File: config.mk
export PLATFORM = sky130hd
export DESIGN_NAME = baro_altitude_vertical_speed
export DESIGN_NICKNAME = d
export VERILOG_FILES = /design/src/design/bavs_pkg.sv /design/src/design/bavs_div.sv /design/src/design/baro_altitude_vertical_speed.sv
export VERILOG_INCLUDE_DIRS = /design/src /design/src/design
export SDC_FILE = /design/constraint.sdc
export NUM_CORES = 2
export LEC_CHECK = 0
export ABC_AREA = 1
export BUFFER_PORTS_ARGS = -buffer_cell sky130_fd_sc_hd__buf_2
export CORE_ASPECT_RATIO = 1.5
export CORE_MARGIN = 4
export CORE_UTILIZATION = 25
export DETAILED_ROUTE_END_ITERATION = 16
export PLACE_DENSITY = 0.35
export SYNTH_ARGS = -nofsm -noshare
export SYNTH_HDL_FRONTEND = slang
export SYNTH_SLANG_ARGS = --single-unit
export TNS_END_PERCENT = 50
File: constraint.sdc
create_clock -name clk -period 20.4 [get_ports clk]
set_input_delay 1.02 -clock clk [delete_from_list [all_inputs] [get_ports clk]]
set_output_delay 1.02 -clock clk [all_outputs]
set_load 0.02 [all_outputs]
File: src/design/baro_altitude_vertical_speed_macros.svh
// ----------------------------------------------------------------------------
// Assertion macros for the barometric altitude block
// Shared immediate-style wrappers around concurrent properties.
// ----------------------------------------------------------------------------
`ifndef BARO_ALTITUDE_VERTICAL_SPEED_MACROS_SVH
`define BARO_ALTITUDE_VERTICAL_SPEED_MACROS_SVH

// Check that cons holds in the same cycle as ante.
`define BAVS_ASSERT_SAME(lbl, ante, cons, msg) \
  lbl: assert property (@(posedge clk) disable iff (!rst_n) (ante) |-> (cons)) \
    else $error(msg);

// Check that cons holds in the cycle after ante.
`define BAVS_ASSERT_NEXT(lbl, ante, cons, msg) \
  lbl: assert property (@(posedge clk) disable iff (!rst_n) (ante) |=> (cons)) \
    else $error(msg);

`endif

File: src/design/bavs_pkg.sv
// ----------------------------------------------------------------------------
// bavs_pkg
// Widths, constants and the elaboration-time power table of the block.
// ----------------------------------------------------------------------------
`default_nettype none

package bavs_pkg;

  localparam int HIST_DEPTH = 8;
  localparam int SLOT_W     = $clog2(HIST_DEPTH);
  localparam int POW_PTS    = 64;
  localparam int POW_IDX_W  = $clog2(POW_PTS);
  localparam int PRES_W     = 17;
  localparam int TIME_W     = 32;
  localparam int ALT_W      = 24;
  localparam int VEL_W      = 21;
  localparam int PEAK_W     = 23;
  localparam int DIV_W      = 34;
  localparam int DVS_W      = 32;

  localparam logic [PRES_W-1:0] P0_RESET = 17'd101325;
  localparam longint ALT_MAX = 64'sd5000000;
  localparam longint ALT_MIN = -64'sd500000;
  localparam logic [DIV_W-1:0] VEL_MAX = 34'd1000000;

  typedef logic [PRES_W-1:0] pow_tab_t [0:POW_PTS];
  typedef longint unsigned chain_t [0:29];

  function automatic longint unsigned isqrt64(longint unsigned val);
    longint unsigned v, res, bit_v;
    v = val;
    res = 0;
    bit_v = 64'd1 << 62;
    while (bit_v > v) bit_v = bit_v >> 2;
    while (bit_v != 0) begin
      if (v >= res + bit_v) begin
        v = v - (res + bit_v);
        res = (res >> 1) + bit_v;
      end else begin
        res = res >> 1;
      end
      bit_v = bit_v >> 2;
    end
    return res;
  endfunction

  function automatic longint unsigned log2_q30(longint unsigned x);
    int n;
    longint unsigned m, r;
    n = 0;
    while (n < 40 && (x >> (n + 1)) != 0) n++;
    m = (n <= 30) ? (x << (30 - n)) : (x >> (n - 30));
    r = longint'(n) << 30;
    for (int i = 1; i <= 30; i++) begin
      m = (m * m) >> 30;
      if (m >= (64'd2 << 30)) begin
        m = m >> 1;
        r = r | (64'd1 << (30 - i));
      end
    end
    return r;
  endfunction

  function automatic longint unsigned power_q16(longint unsigned x, chain_t ch);
    longint l, pe, e;
    longint unsigned u, ip, fr, mant;
    int sh;
    l = longint'(log2_q30(x)) - (64'sd16 <<< 30);
    // Scale by the exponent in Q24, truncating toward zero
    pe = l * 64'sd3192704;
    e = (pe >= 0) ? (pe >>> 24) : -((-pe) >>> 24);
    u = longint'(e + (64'sd8 <<< 30));
    ip = u >> 30;
    fr = u & ((64'd1 << 30) - 1);
    mant = 64'd1 << 30;
    for (int i = 0; i < 30; i++)
      if (((fr >> (29 - i)) & 64'd1) != 0) mant = (mant * ch[i]) >> 30;
    if (ip > 21) ip = 21;
    sh = 22 - int'(ip);
    return (mant + (64'd1 << (sh - 1))) >> sh;
  endfunction

  function automatic pow_tab_t build_pow_table();
    pow_tab_t tab;
    chain_t ch;
    longint unsigned pv;
    ch[0] = isqrt64(64'd1 << 61);
    for (int i = 1; i < 30; i++) ch[i] = isqrt64(ch[i-1] << 30);
    tab[0] = '0;
    for (int k = 1; k <= POW_PTS; k++) begin
      pv = power_q16((longint'(k) << 17) >> POW_IDX_W, ch);
      tab[k] = pv[PRES_W-1:0];
    end
    return tab;
  endfunction

  localparam pow_tab_t POW_TAB = build_pow_table();

endpackage

`default_nettype wire

File: src/design/bavs_div.sv
// ----------------------------------------------------------------------------
// bavs_div
// Restoring unsigned divider, one quotient bit per cycle.
// ----------------------------------------------------------------------------
`default_nettype none

module bavs_div (
  input  wire logic                      clk,
  input  wire logic                      rst_n,
  input  wire logic                      start,
  input  wire logic [bavs_pkg::DIV_W-1:0] dividend,
  input  wire logic [bavs_pkg::DVS_W-1:0] divisor,
  output logic                           done,
  output logic [bavs_pkg::DIV_W-1:0]     quotient
);
  import bavs_pkg::*;

  localparam int CNT_W = $clog2(DIV_W + 1);

  logic              busy_r;
  logic              done_r;
  logic [CNT_W-1:0]  cnt_r;
  logic [DVS_W-1:0]  rem_r;
  logic [DVS_W-1:0]  dvs_r;
  logic [DIV_W-1:0]  quo_r;
  logic [DVS_W:0]    trial;
  logic              fits;

  // Shift in the next dividend bit and try a subtraction
  assign trial = {rem_r, quo_r[DIV_W-1]};
  assign fits  = trial >= {1'b0, dvs_r};

  // Control
  always_ff @(posedge clk) begin
    if (!rst_n) begin
      busy_r <= 1'b0;
      done_r <= 1'b0;
      cnt_r  <= '0;
    end else begin
      done_r <= 1'b0;
      if (start) begin
        busy_r <= 1'b1;
        cnt_r  <= CNT_W'(DIV_W);
      end else if (busy_r) begin
        cnt_r <= cnt_r - 1'b1;
        if (cnt_r == CNT_W'(1)) begin
          busy_r <= 1'b0;
          done_r <= 1'b1;
        end
      end
    end
  end

  // Datapath
  always_ff @(posedge clk) begin
    if (start) begin
      rem_r <= '0;
      dvs_r <= divisor;
      quo_r <= dividend;
    end else if (busy_r) begin
      rem_r <= fits ? DVS_W'(trial - {1'b0, dvs_r}) : trial[DVS_W-1:0];
      quo_r <= {quo_r[DIV_W-2:0], fits};
    end
  end

  assign done     = done_r;
  assign quotient = quo_r;

endmodule

`default_nettype wire

File: src/design/baro_altitude_vertical_speed.sv
// Each input transaction passes through the shared bit-serial divider twice when
// the climb rate is recomputed (ratio, then velocity), and only once, for the
// ratio, when the velocity holds. The block takes one item at a time: the next
// input is taken once the result sits in the output register. Reset (rst_n,
// synchronous) empties the history ring through per-slot valid bits and loads
// ground pressure 101325 Pa.
// ----------------------------------------------------------------------------
// baro_altitude_vertical_speed
// Barometric altitude, peak tracking and ring-window climb rate.
// ----------------------------------------------------------------------------
`default_nettype none

module baro_altitude_vertical_speed (
  input  wire logic                          clk,
  input  wire logic                          rst_n,
  input  wire logic                          cfg_wr_en,
  input  wire logic [bavs_pkg::PRES_W-1:0]   cfg_wr_data,
  input  wire logic                          in_valid,
  output logic                               in_ready,
  input  wire logic [bavs_pkg::PRES_W-1:0]   in_pressure_pa,
  input  wire logic [bavs_pkg::TIME_W-1:0]   in_time_ms,
  output logic                               out_valid,
  input  wire logic                          out_ready,
  output logic signed [bavs_pkg::ALT_W-1:0]  out_altitude_cm,
  output logic signed [bavs_pkg::VEL_W-1:0]  out_velocity_cm_s,
  output logic                               out_velocity_fresh,
  output logic [bavs_pkg::PEAK_W-1:0]        out_peak_altitude_cm
);
  import bavs_pkg::*;

  `include "baro_altitude_vertical_speed_macros.svh"

  typedef enum logic [2:0] {
    S_IDLE, S_RATIO, S_INTERP, S_ALT, S_RING, S_VMUL, S_VDIV, S_DONE
  } state_t;

  localparam int ENT_W = ALT_W + TIME_W;

  state_t                   state_r;
  logic [PRES_W-1:0]        p0_r;
  logic [PRES_W-1:0]        p_r;
  logic [TIME_W-1:0]        t_r;
  logic [SLOT_W-1:0]        slot_r;
  logic [HIST_DEPTH-1:0]    slot_ok_r;
  logic [ENT_W-1:0]         ring_mem [0:HIST_DEPTH-1];
  logic [ENT_W-1:0]         rd_r;
  logic                     rd_ok_r;
  logic [PRES_W-1:0]        ratio_r;
  logic [PRES_W-1:0]        y_r;
  logic signed [42:0]       a_r;
  logic signed [ALT_W-1:0]  alt_r;
  logic signed [35:0]       prod_r;
  logic [DVS_W-1:0]         dt_r;
  logic                     go_r;
  logic signed [VEL_W-1:0]  vel_r;
  logic [PEAK_W-1:0]        peak_r;
  logic                     out_valid_r;
  logic signed [ALT_W-1:0]  out_alt_r;
  logic signed [VEL_W-1:0]  out_vel_r;
  logic                     out_fresh_r;
  logic [PEAK_W-1:0]        out_peak_r;
  logic                     fresh_r;

  logic                     in_acc;
  logic                     out_load;
  logic [SLOT_W-1:0]        oldest;
  logic                     div_start;
  logic [DIV_W-1:0]         div_dividend;
  logic [DVS_W-1:0]         div_divisor;
  logic                     div_done;
  logic [DIV_W-1:0]         div_q;
  logic [POW_IDX_W-1:0]     idx;
  logic [PRES_W-1:0]        frac;
  logic [PRES_W-1:0]        lo;
  logic [PRES_W-1:0]        hi;
  logic [PRES_W-1:0]        dlt;
  logic [2*PRES_W-1:0]      dlt_prod;
  logic [PRES_W-1:0]        y_nxt;
  logic [42:0]              a_mag;
  logic [42:0]              a_rnd;
  logic signed [43:0]       alt_full;
  logic signed [ALT_W-1:0]  alt_nxt;
  logic signed [ALT_W-1:0]  old_alt;
  logic [TIME_W-1:0]        old_t;
  logic [35:0]              prod_mag;
  logic [DIV_W-1:0]         q_sat;

  assign in_acc  = in_valid && in_ready;
  assign in_ready = (state_r == S_IDLE);
  assign out_load = (state_r == S_DONE) && (!out_valid_r || out_ready);
  assign oldest  = slot_r + 1'b1;
  assign old_alt = rd_r[ENT_W-1:TIME_W];
  assign old_t   = rd_r[TIME_W-1:0];

  // Table lookup and linear interpolation of the power
  assign idx      = ratio_r[PRES_W-1 -: POW_IDX_W];
  assign frac     = {ratio_r[PRES_W-1-POW_IDX_W:0], {POW_IDX_W{1'b0}}};
  assign lo       = POW_TAB[{1'b0, idx}];
  assign hi       = POW_TAB[{1'b0, idx} + 1'b1];
  assign dlt      = (hi >= lo) ? (hi - lo) : (lo - hi);
  assign dlt_prod = dlt * frac;
  assign y_nxt    = (hi >= lo) ? PRES_W'(lo + dlt_prod[2*PRES_W-1:PRES_W])
                               : PRES_W'(lo - dlt_prod[2*PRES_W-1:PRES_W]);

  // Round to nearest, ties away from zero, then saturate (zero when either pressure is zero)
  assign a_mag = a_r[42] ? 43'(-a_r) : 43'(a_r);
  assign a_rnd = (a_mag + 43'd32768) >> 16;
  assign alt_full = a_r[42] ? -$signed({1'b0, a_rnd}) : $signed({1'b0, a_rnd});
  always_comb begin
    if ((p_r == '0) || (p0_r == '0))           alt_nxt = '0;
    else if (alt_full > 44'(ALT_MAX))          alt_nxt = ALT_W'(ALT_MAX);
    else if (alt_full < 44'(ALT_MIN))          alt_nxt = ALT_W'(ALT_MIN);
    else                                       alt_nxt = alt_full[ALT_W-1:0];
  end

  // Shared divider operand selection
  assign prod_mag = prod_r[35] ? 36'(-prod_r) : 36'(prod_r);
  always_comb begin
    div_start    = 1'b0;
    div_dividend = {1'b0, in_pressure_pa, 16'd0};
    div_divisor  = DVS_W'(p0_r);
    if (in_acc) begin
      div_start = 1'b1;
    end else if (state_r == S_VDIV && go_r) begin
      div_start    = 1'b1;
      div_dividend = prod_mag[DIV_W-1:0];
      div_divisor  = dt_r;
    end
  end

  assign q_sat = (div_q > VEL_MAX) ? VEL_MAX : div_q;

  bavs_div u_div (
    .clk      (clk),
    .rst_n    (rst_n),
    .start    (div_start),
    .dividend (div_dividend),
    .divisor  (div_divisor),
    .done     (div_done),
    .quotient (div_q)
  );

  // History ring: read oldest on accept, write newest after altitude is known
  always_ff @(posedge clk) begin
    if (in_acc) rd_r <= ring_mem[oldest];
    if (state_r == S_RING) ring_mem[slot_r] <= {alt_nxt, t_r};
  end

  // Sequencer, state and registered outputs
  always_ff @(posedge clk) begin
    if (!rst_n) begin
      state_r     <= S_IDLE;
      p0_r        <= P0_RESET;
      slot_r      <= '0;
      slot_ok_r   <= '0;
      vel_r       <= '0;
      peak_r      <= '0;
      out_valid_r <= 1'b0;
      go_r        <= 1'b0;
      fresh_r     <= 1'b0;
    end else begin
      if (cfg_wr_en) p0_r <= cfg_wr_data;
      if (out_valid_r && out_ready && !out_load) out_valid_r <= 1'b0;
      unique case (state_r)
        S_IDLE: begin
          if (in_acc) begin
            p_r     <= in_pressure_pa;
            t_r     <= in_time_ms;
            rd_ok_r <= slot_ok_r[oldest];
            state_r <= S_RATIO;
          end
        end
        S_RATIO: begin
          if (div_done) begin
            ratio_r <= (div_q > DIV_W'(17'h1FFFF)) ? 17'h1FFFF : div_q[PRES_W-1:0];
            state_r <= S_INTERP;
          end
        end
        S_INTERP: begin
          y_r     <= y_nxt;
          state_r <= S_ALT;
        end
        S_ALT: begin
          a_r     <= 43'(44'sd4433000 * ($signed({2'b0, 17'd65536}) -
                                         $signed({2'b0, y_r})));
          state_r <= S_RING;
        end
        S_RING: begin
          alt_r <= alt_nxt;
          slot_ok_r[slot_r] <= 1'b1;
          if (alt_nxt > 0 && 24'(alt_nxt) > {1'b0, peak_r}) peak_r <= PEAK_W'(alt_nxt);
          dt_r    <= t_r - old_t;
          go_r    <= rd_ok_r && (old_t != '0) && (t_r != old_t);
          state_r <= S_VMUL;
        end
        S_VMUL: begin
          prod_r <= 36'(($signed({alt_r[ALT_W-1], alt_r}) - $signed({old_alt[ALT_W-1],
                    old_alt})) * 36'sd1000);
          fresh_r <= 1'b0;
          state_r <= go_r ? S_VDIV : S_DONE;
        end
        S_VDIV: begin
          // Divider starts on the first cycle here
          go_r <= 1'b0;
          if (div_done) begin
            vel_r   <= prod_r[35] ? -$signed({1'b0, q_sat[VEL_W-2:0]})
                                  : $signed({1'b0, q_sat[VEL_W-2:0]});
            fresh_r <= 1'b1;
            state_r <= S_DONE;
          end
        end
        S_DONE: begin
          if (out_load) begin
            out_valid_r <= 1'b1;
            out_alt_r   <= alt_r;
            out_vel_r   <= vel_r;
            out_fresh_r <= fresh_r;
            out_peak_r  <= peak_r;
            slot_r      <= oldest;
            state_r     <= S_IDLE;
          end
        end
        default: state_r <= S_IDLE;
      endcase
    end
  end

  assign out_valid            = out_valid_r;
  assign out_altitude_cm      = out_alt_r;
  assign out_velocity_cm_s    = out_vel_r;
  assign out_velocity_fresh   = out_fresh_r;
  assign out_peak_altitude_cm = out_peak_r;

  // Checks
  `BAVS_ASSERT_NEXT(a_acc_busy, in_acc, state_r != S_IDLE, "accepted item left sequencer idle")
  `BAVS_ASSERT_SAME(a_alt_range, out_valid_r,
    (out_alt_r >= -24'sd500000) && (out_alt_r <= 24'sd5000000), "altitude out of range")
  `BAVS_ASSERT_SAME(a_peak_hold, out_valid_r && !out_alt_r[ALT_W-1],
    {1'b0, out_peak_r} >= 24'(out_alt_r), "peak below reported altitude")

endmodule

`default_nettype wire

Yosys cells after proc, flatten, opt, wreduce, memory -nomap -nowiden
Memories as Yosys holds them, arrays and structs flattened. A register that Yosys moved wholly into a read port is not among the register bits.
Index checks and enable logic that the tools add are counted.

storage, ports and cells
  bits in writable memories = 448
  bits in read-only memories = 4352
  register bits = 466
  memories = 3

memory list
  name             words  width  rd ports  clocked after Yosys merged registers in  write ports  line                                text
  (no name shown)  128    17     1         0                                        0            baro_altitude_vertical_speed.sv:99  assign hi = POW_TAB[{1'b0, idx} + 1'b1];
  (no name shown)  128    17     1         0                                        0            baro_altitude_vertical_speed.sv:98  assign lo = POW_TAB[{1'b0, idx}];
  ring_mem         8      56     1         1                                        1            baro_altitude_vertical_speed.sv:45  logic [ENT_W-1:0] ring_mem [0:HIST_DEPTH-1];

cells by class
  add/subtract/negate cells = 16
  $mul = 3
  equal/unequal tests = 13
  reduce and logical (&&, ||, !) cells = 35
  order comparisons = 13
  bitwise gates (word level) = 6
  mux-type cells = 47

operators by type and width
  operator                number
  $mux 34                 5
  $mux 17                 8
  $mux 24                 3
  $sub 32x32->32          2
  $sub 17x17->17          3
  $gt 44x24->1 const B    1
  $lt 44x20->1 const B    1
  $mux 44                 1
  $neg 27->44             1
  $add 43x16->43 const B  1
  $mux 43                 1
  $neg 43->43             1
  $mul 21x18->39 const A  1
  $gt 34x17->1 const B    1
  $gt 34x20->1 const B    1
  $logic_not 17->1        2
  $neg 34->34             1
  $ge 33x32->1            1
  $mul 25x8->33 const B   1
  $mux 32                 1
  $ne 32x32->1            1
  $reduce_bool 32->1      1
  $mul 17x11->28          1
  $sub 24x24->25          1
  other kinds (41)        92

Longest topological paths before layout
  word-level depth = 12
  gate-level depth with buffers = 82

Modules after synthesis
From an unflattened synthesis, not the netlist that was laid out.

unflattened totals
  cells, all modules = 7551
  area, all modules = 66941.7 um^2

modules (own cells, without submodules)
  module                        sequential area each (um^2)  cells each  area an instance (um^2)  times used
  baro_altitude_vertical_speed  25104.1                      6574        60133.9                  1
  bavs_div                      2782.7                       977         6807.8                   1

Worst setup path before layout
No wires, ideal clock.

  path kind = register to register
  start point = reg ratio_r[13]
  end point = reg y_r[16] (data pin)
  stages on the path, launching flop included = 74
  buffers on the path = 5
  library setup time = 0.252 ns
  data arrival time = 12.411 ns
  path slack = 7.736 ns
  path through = edfxtp_1 inv_1 clkbuf_1 ha_1 clkbuf_1 clkbuf_1 nor2_1 inv_1 o21ai_0 o2111ai_1 nand2_1 nor2_1 inv_1 ha_1 nand2_1 nor2_1 nor2_1 o21ai_0 (+38 left out) nand2_1 nand2_1 nand2_1 a21oi_1 o21ai_0 nand2_1 nand2_1 a21oi_1 o21ai_0 a21oi_1 nor2_1 nor2_1 xnor2_1 xor2_1 xor2_1 inv_1 nand2_1 nand2_1

between the ends
  word-level cells in the longest chain between the ends = 10
  elaborated cells between the ends (all ways) = 17

ends and longest elaborated chain
  what                                                     line                                                                      text
  from (decl)                                              baro_altitude_vertical_speed.sv:48                                        logic [PRES_W-1:0] ratio_r;
  from (signal assigned)                                   baro_altitude_vertical_speed.sv:175                                       ratio_r <= (div_q > DIV_W'(17'h1FFFF)) ? 17'h1FFFF : div_q[PRES_W-1:0];
  $add 6x1->7                                              baro_altitude_vertical_speed.sv:99
  $not 7->8 (implied by the code)                          baro_altitude_vertical_speed.sv:99
  $mem_v2 128x17                                           -
  $mux 17 (implied by the code) (2 in a row)               baro_altitude_vertical_speed.sv:99
  $sub 17x17->17 / $ge 17x17->1 (equally long branches)    baro_altitude_vertical_speed.sv:100, baro_altitude_vertical_speed.sv:102
  $mux 17                                                  baro_altitude_vertical_speed.sv:100                                       assign dlt = (hi >= lo) ? (hi - lo) : (lo - hi);
  $mul 17x11->28                                           baro_altitude_vertical_speed.sv:101                                       assign dlt_prod = dlt * frac;
  $sub 17x17->17 / $add 17x17->17 (equally long branches)  baro_altitude_vertical_speed.sv:103, baro_altitude_vertical_speed.sv:102
  $mux 17 (*)                                              baro_altitude_vertical_speed.sv:102                                       assign y_nxt = (hi >= lo) ? PRES_W'(lo + dlt_prod[2*PRES_W-1:PRES_W])
  via y_nxt[16]                                            baro_altitude_vertical_speed.sv:78                                        logic [PRES_W-1:0] y_nxt;
  to (signal assigned)                                     baro_altitude_vertical_speed.sv:180                                       y_r <= y_nxt;
  to (decl)                                                baro_altitude_vertical_speed.sv:49                                        logic [PRES_W-1:0] y_r;

The timed path passes the listed nets; every way through them passes the cells marked *. The select of a mux whose other input is x is not followed.
A chain may end at the register's enable or synchronous reset.

Worst setup path in the final report
  start point = reg ratio_r[12]
  end point = reg y_r[16] (data pin)

Same word-level chain as after synthesis.

==> run metrics <==
outcome=finished, final reports clean; EDFF count, synth=850; CP max stage cell=edfxtp_1; worst hold path cell count=1; die width=426 µm; clk_skew=86.7 ps; syn avg cell area=9.14 µm²; core area=0.260 mm²; Max Fclk=62.9 MHz; via count=48.8k; yosys warns=0; Seq/Total Area, Yosys=a little over two fifths; Layout Area Growth over Synthesis=13.0%; row cnt=229; Post-Syn Instances=7158; Max Cap Viol=0; Max clock buf depth=3; clk sinks=968; Routed WL per cell=20.7 µm; vias in the first global route=between 50k and 60k; critical path required time=20830 ps; Num CTS Buffers=104; RSZ-0062 raised after global routing=false; max-slew violation count=0; Root Buffer=clkbuf_16; 1st-pass router iterations=5; Bufs and invs on worst path=13; Worst-Skew Late Latency=between 700 and 800 ps; crit-path most repeated cell=nand2_1; min-delay worst type=input pin to flip-flop; Setup Slack @ Placement=4540 ps; DP Cell Count=10.6k; Final Cycle Share=78.0%; Die Ht=634 µm; die area=about 0.27 mm²; first-pass GRT wire length=333 mm; fin worst setup slack=4490 ps; WP depth=71; Post-Syn Area=0.0654 mm²; initial antenna violation count=10; GRT Total Usage=16.4%; final std cells w/o fill=10.8k; GP Congestion=0.902; Starting DRT DRC Count=around 2.4k; Resized cells post-CTS=0; Final Instance Area=0.0739 mm²; Setup violations, final=0; Setup crit end kind=flip-flop; total congestion overflow=0; Mapped Nets=about 8k; critical path class=flip-flop to flip-flop; port bufs=141; CTS clk-pin slew, worst paths=70 ps; endpoints failing hold=0; Starting Density=25.2%; CP max FO=24; nets=8178; Rel. slew slack=16.4%; fillcell total=27.7k; pin count of the biggest net entering global routing=121; Critical Path Start Type=flip-flop; placed cell areas=0.0703 mm²; DRC viols=0; R2R cell count=71; delay-heaviest family, CP=adder cells; setup repair bufs after CTS=0; Synth Register Bits=968; TNS Setup=0 ps; DRT Wirelength=224 mm; Ports=142; synth unique cells=65; Detail Placement HPWL=169 mm; share of layout cells above drive strength 1=6.59%; CTS tree=yes; Period minus WS final=15910 ps; Worst Tran Pin Value=1240 ps; Most used DFF post-synth=edfxtp_1; Critical Path Max Stage Delay=660 ps; crit path DAT=16350 ps; htree depth=3; post-synthesis async set-or-reset flop share=0%; hold buffer count at CTS=0; antenna-violating nets left=0; DR vias/cell=4.51
[cell type report]
class	count	area [µm²]	area share (%)
Clock buffer	128	2810	3.80
Antenna cell	2	5.00	0.00677
Timing Repair Buffer	214	1270	1.72
Multi-Input combinational cell	4898	32800	44.3
Sequential cell	968	27900	37.7
Inverter	1082	4070	5.51
Clock inverter	65	744	1.01
Tap cell	3465	4340	5.87
[placed cells by master, fill, tap and decap left out, drive strengths merged, types with 19 or more instances in the layout]
cell type / instances
a21oi: 372
a31oi: 80
buf: 214
clkbuf: 128
clkinv: 54
dfxtp: 118
edfxtp: 850
fa: 328
ha: 511
inv: 1076
nand2: 1168
nand3: 258
nand4: 62
nor2: 987
nor3: 63
nor4: 25
o211ai: 37
o21ai: 520
o21bai: 19
o221ai: 20
o22ai: 79
xnor2: 74
xor2: 167
[worst reg2reg max path, delay by kind of cell, from the launching register on]
family | cells | cell delay (ps)
adders and majority gates | 10 | 4580
and+or+nand+nor | 27 | 4140
AOI/OAI and AO/OA | 17 | 3260
buffers and inverters | 13 | 2290
xor gates and xnor gates | 4 | 750
DFF | 1 | 660
[cells in the mapped netlist (9+ instances only)]
cell	instances	area [µm²]
nor2_1	962	3610
nor4_1	24	150
o21bai_1	19	143
o31ai_1	12	90.1
xor2_1	167	1460
nand3_1	251	1260
nand3b_1	13	97.6
o221ai_1	20	175
nand4_1	62	388
o22ai_1	79	494
dfxtp_1	118	2360
ha_1	511	6390
buf_1	19	71.3
a21oi_1	372	1860
nand2_2	28	175
xnor2_1	74	648
a21o_1	12	90.1
edfxtp_1	850	25500
nor2_2	21	131
nor3_1	63	315
o21a_1	15	113
o211ai_1	37	278
a31oi_1	80	500
nand2_1	1137	4270
clkbuf_1	173	649
inv_1	1065	4000
o311ai_0	9	78.8
o21ai_0	515	2580
clkinv_1	12	45.0
o2111ai_1	9	78.8
fa_1	328	6570
[metrics by stage]
stage	hold WS, ps	util (%)
detailed placement	414	27.1
finish	420	28.4
global placement	414	27.1
floorplan	403	-
CTS	342	28.4
global route	368	28.4
[layer usage]
metal  GRT usage (%)  vias to the layer above  share of wire (%)
li1                -                    24000                  -
met1            18.1                    23900                 40
met2            32.4                      638                 55
met3            1.34                      267                2.0
met4            5.25                        6                3.4
met5               0                        -              0.019
[state kept, by name, indices dropped and copies added, names as in the netlist, 21 cells and up]
register,count
ring_mem,448
t_r,32
out_altitude_cm,24
u_div.rem_r,32
rd_r,56
vel_r,21
alt_r,24
a_r,39
dt_r,32
prod_r,32
peak_r,23
u_div.quotient,34
out_peak_altitude_cm,23
u_div.dvs_r,32
out_velocity_cm_s,21
[final timing paths]
kind              slack (ps)           from                     to
setup reg to reg        4490    ratio_r[12]                y_r[16]
hold reg to reg          420      vel_r[10]  out_velocity_cm_s[10]
hold / removal           420  in_time_ms[8]                 t_r[8]
setup / recovery        4490    ratio_r[12]                y_r[16]
[cell families after synthesis]
family,count (synthesis),synth area share (%)
buffers and inverters,1292,7.52
and+or+nand+nor,2599,16.4
other,1,0.00573
muxes,5,0.0765
AOI/OAI and AO/OA,1213,10.3
adders and majority gates,839,19.8
DFF,968,42.6
xor gates and xnor gates,241,3.23
Power is left out: the tool's default activity adds up to more than one toggle a clock period on the data nets, which glitch-free logic cannot reach.
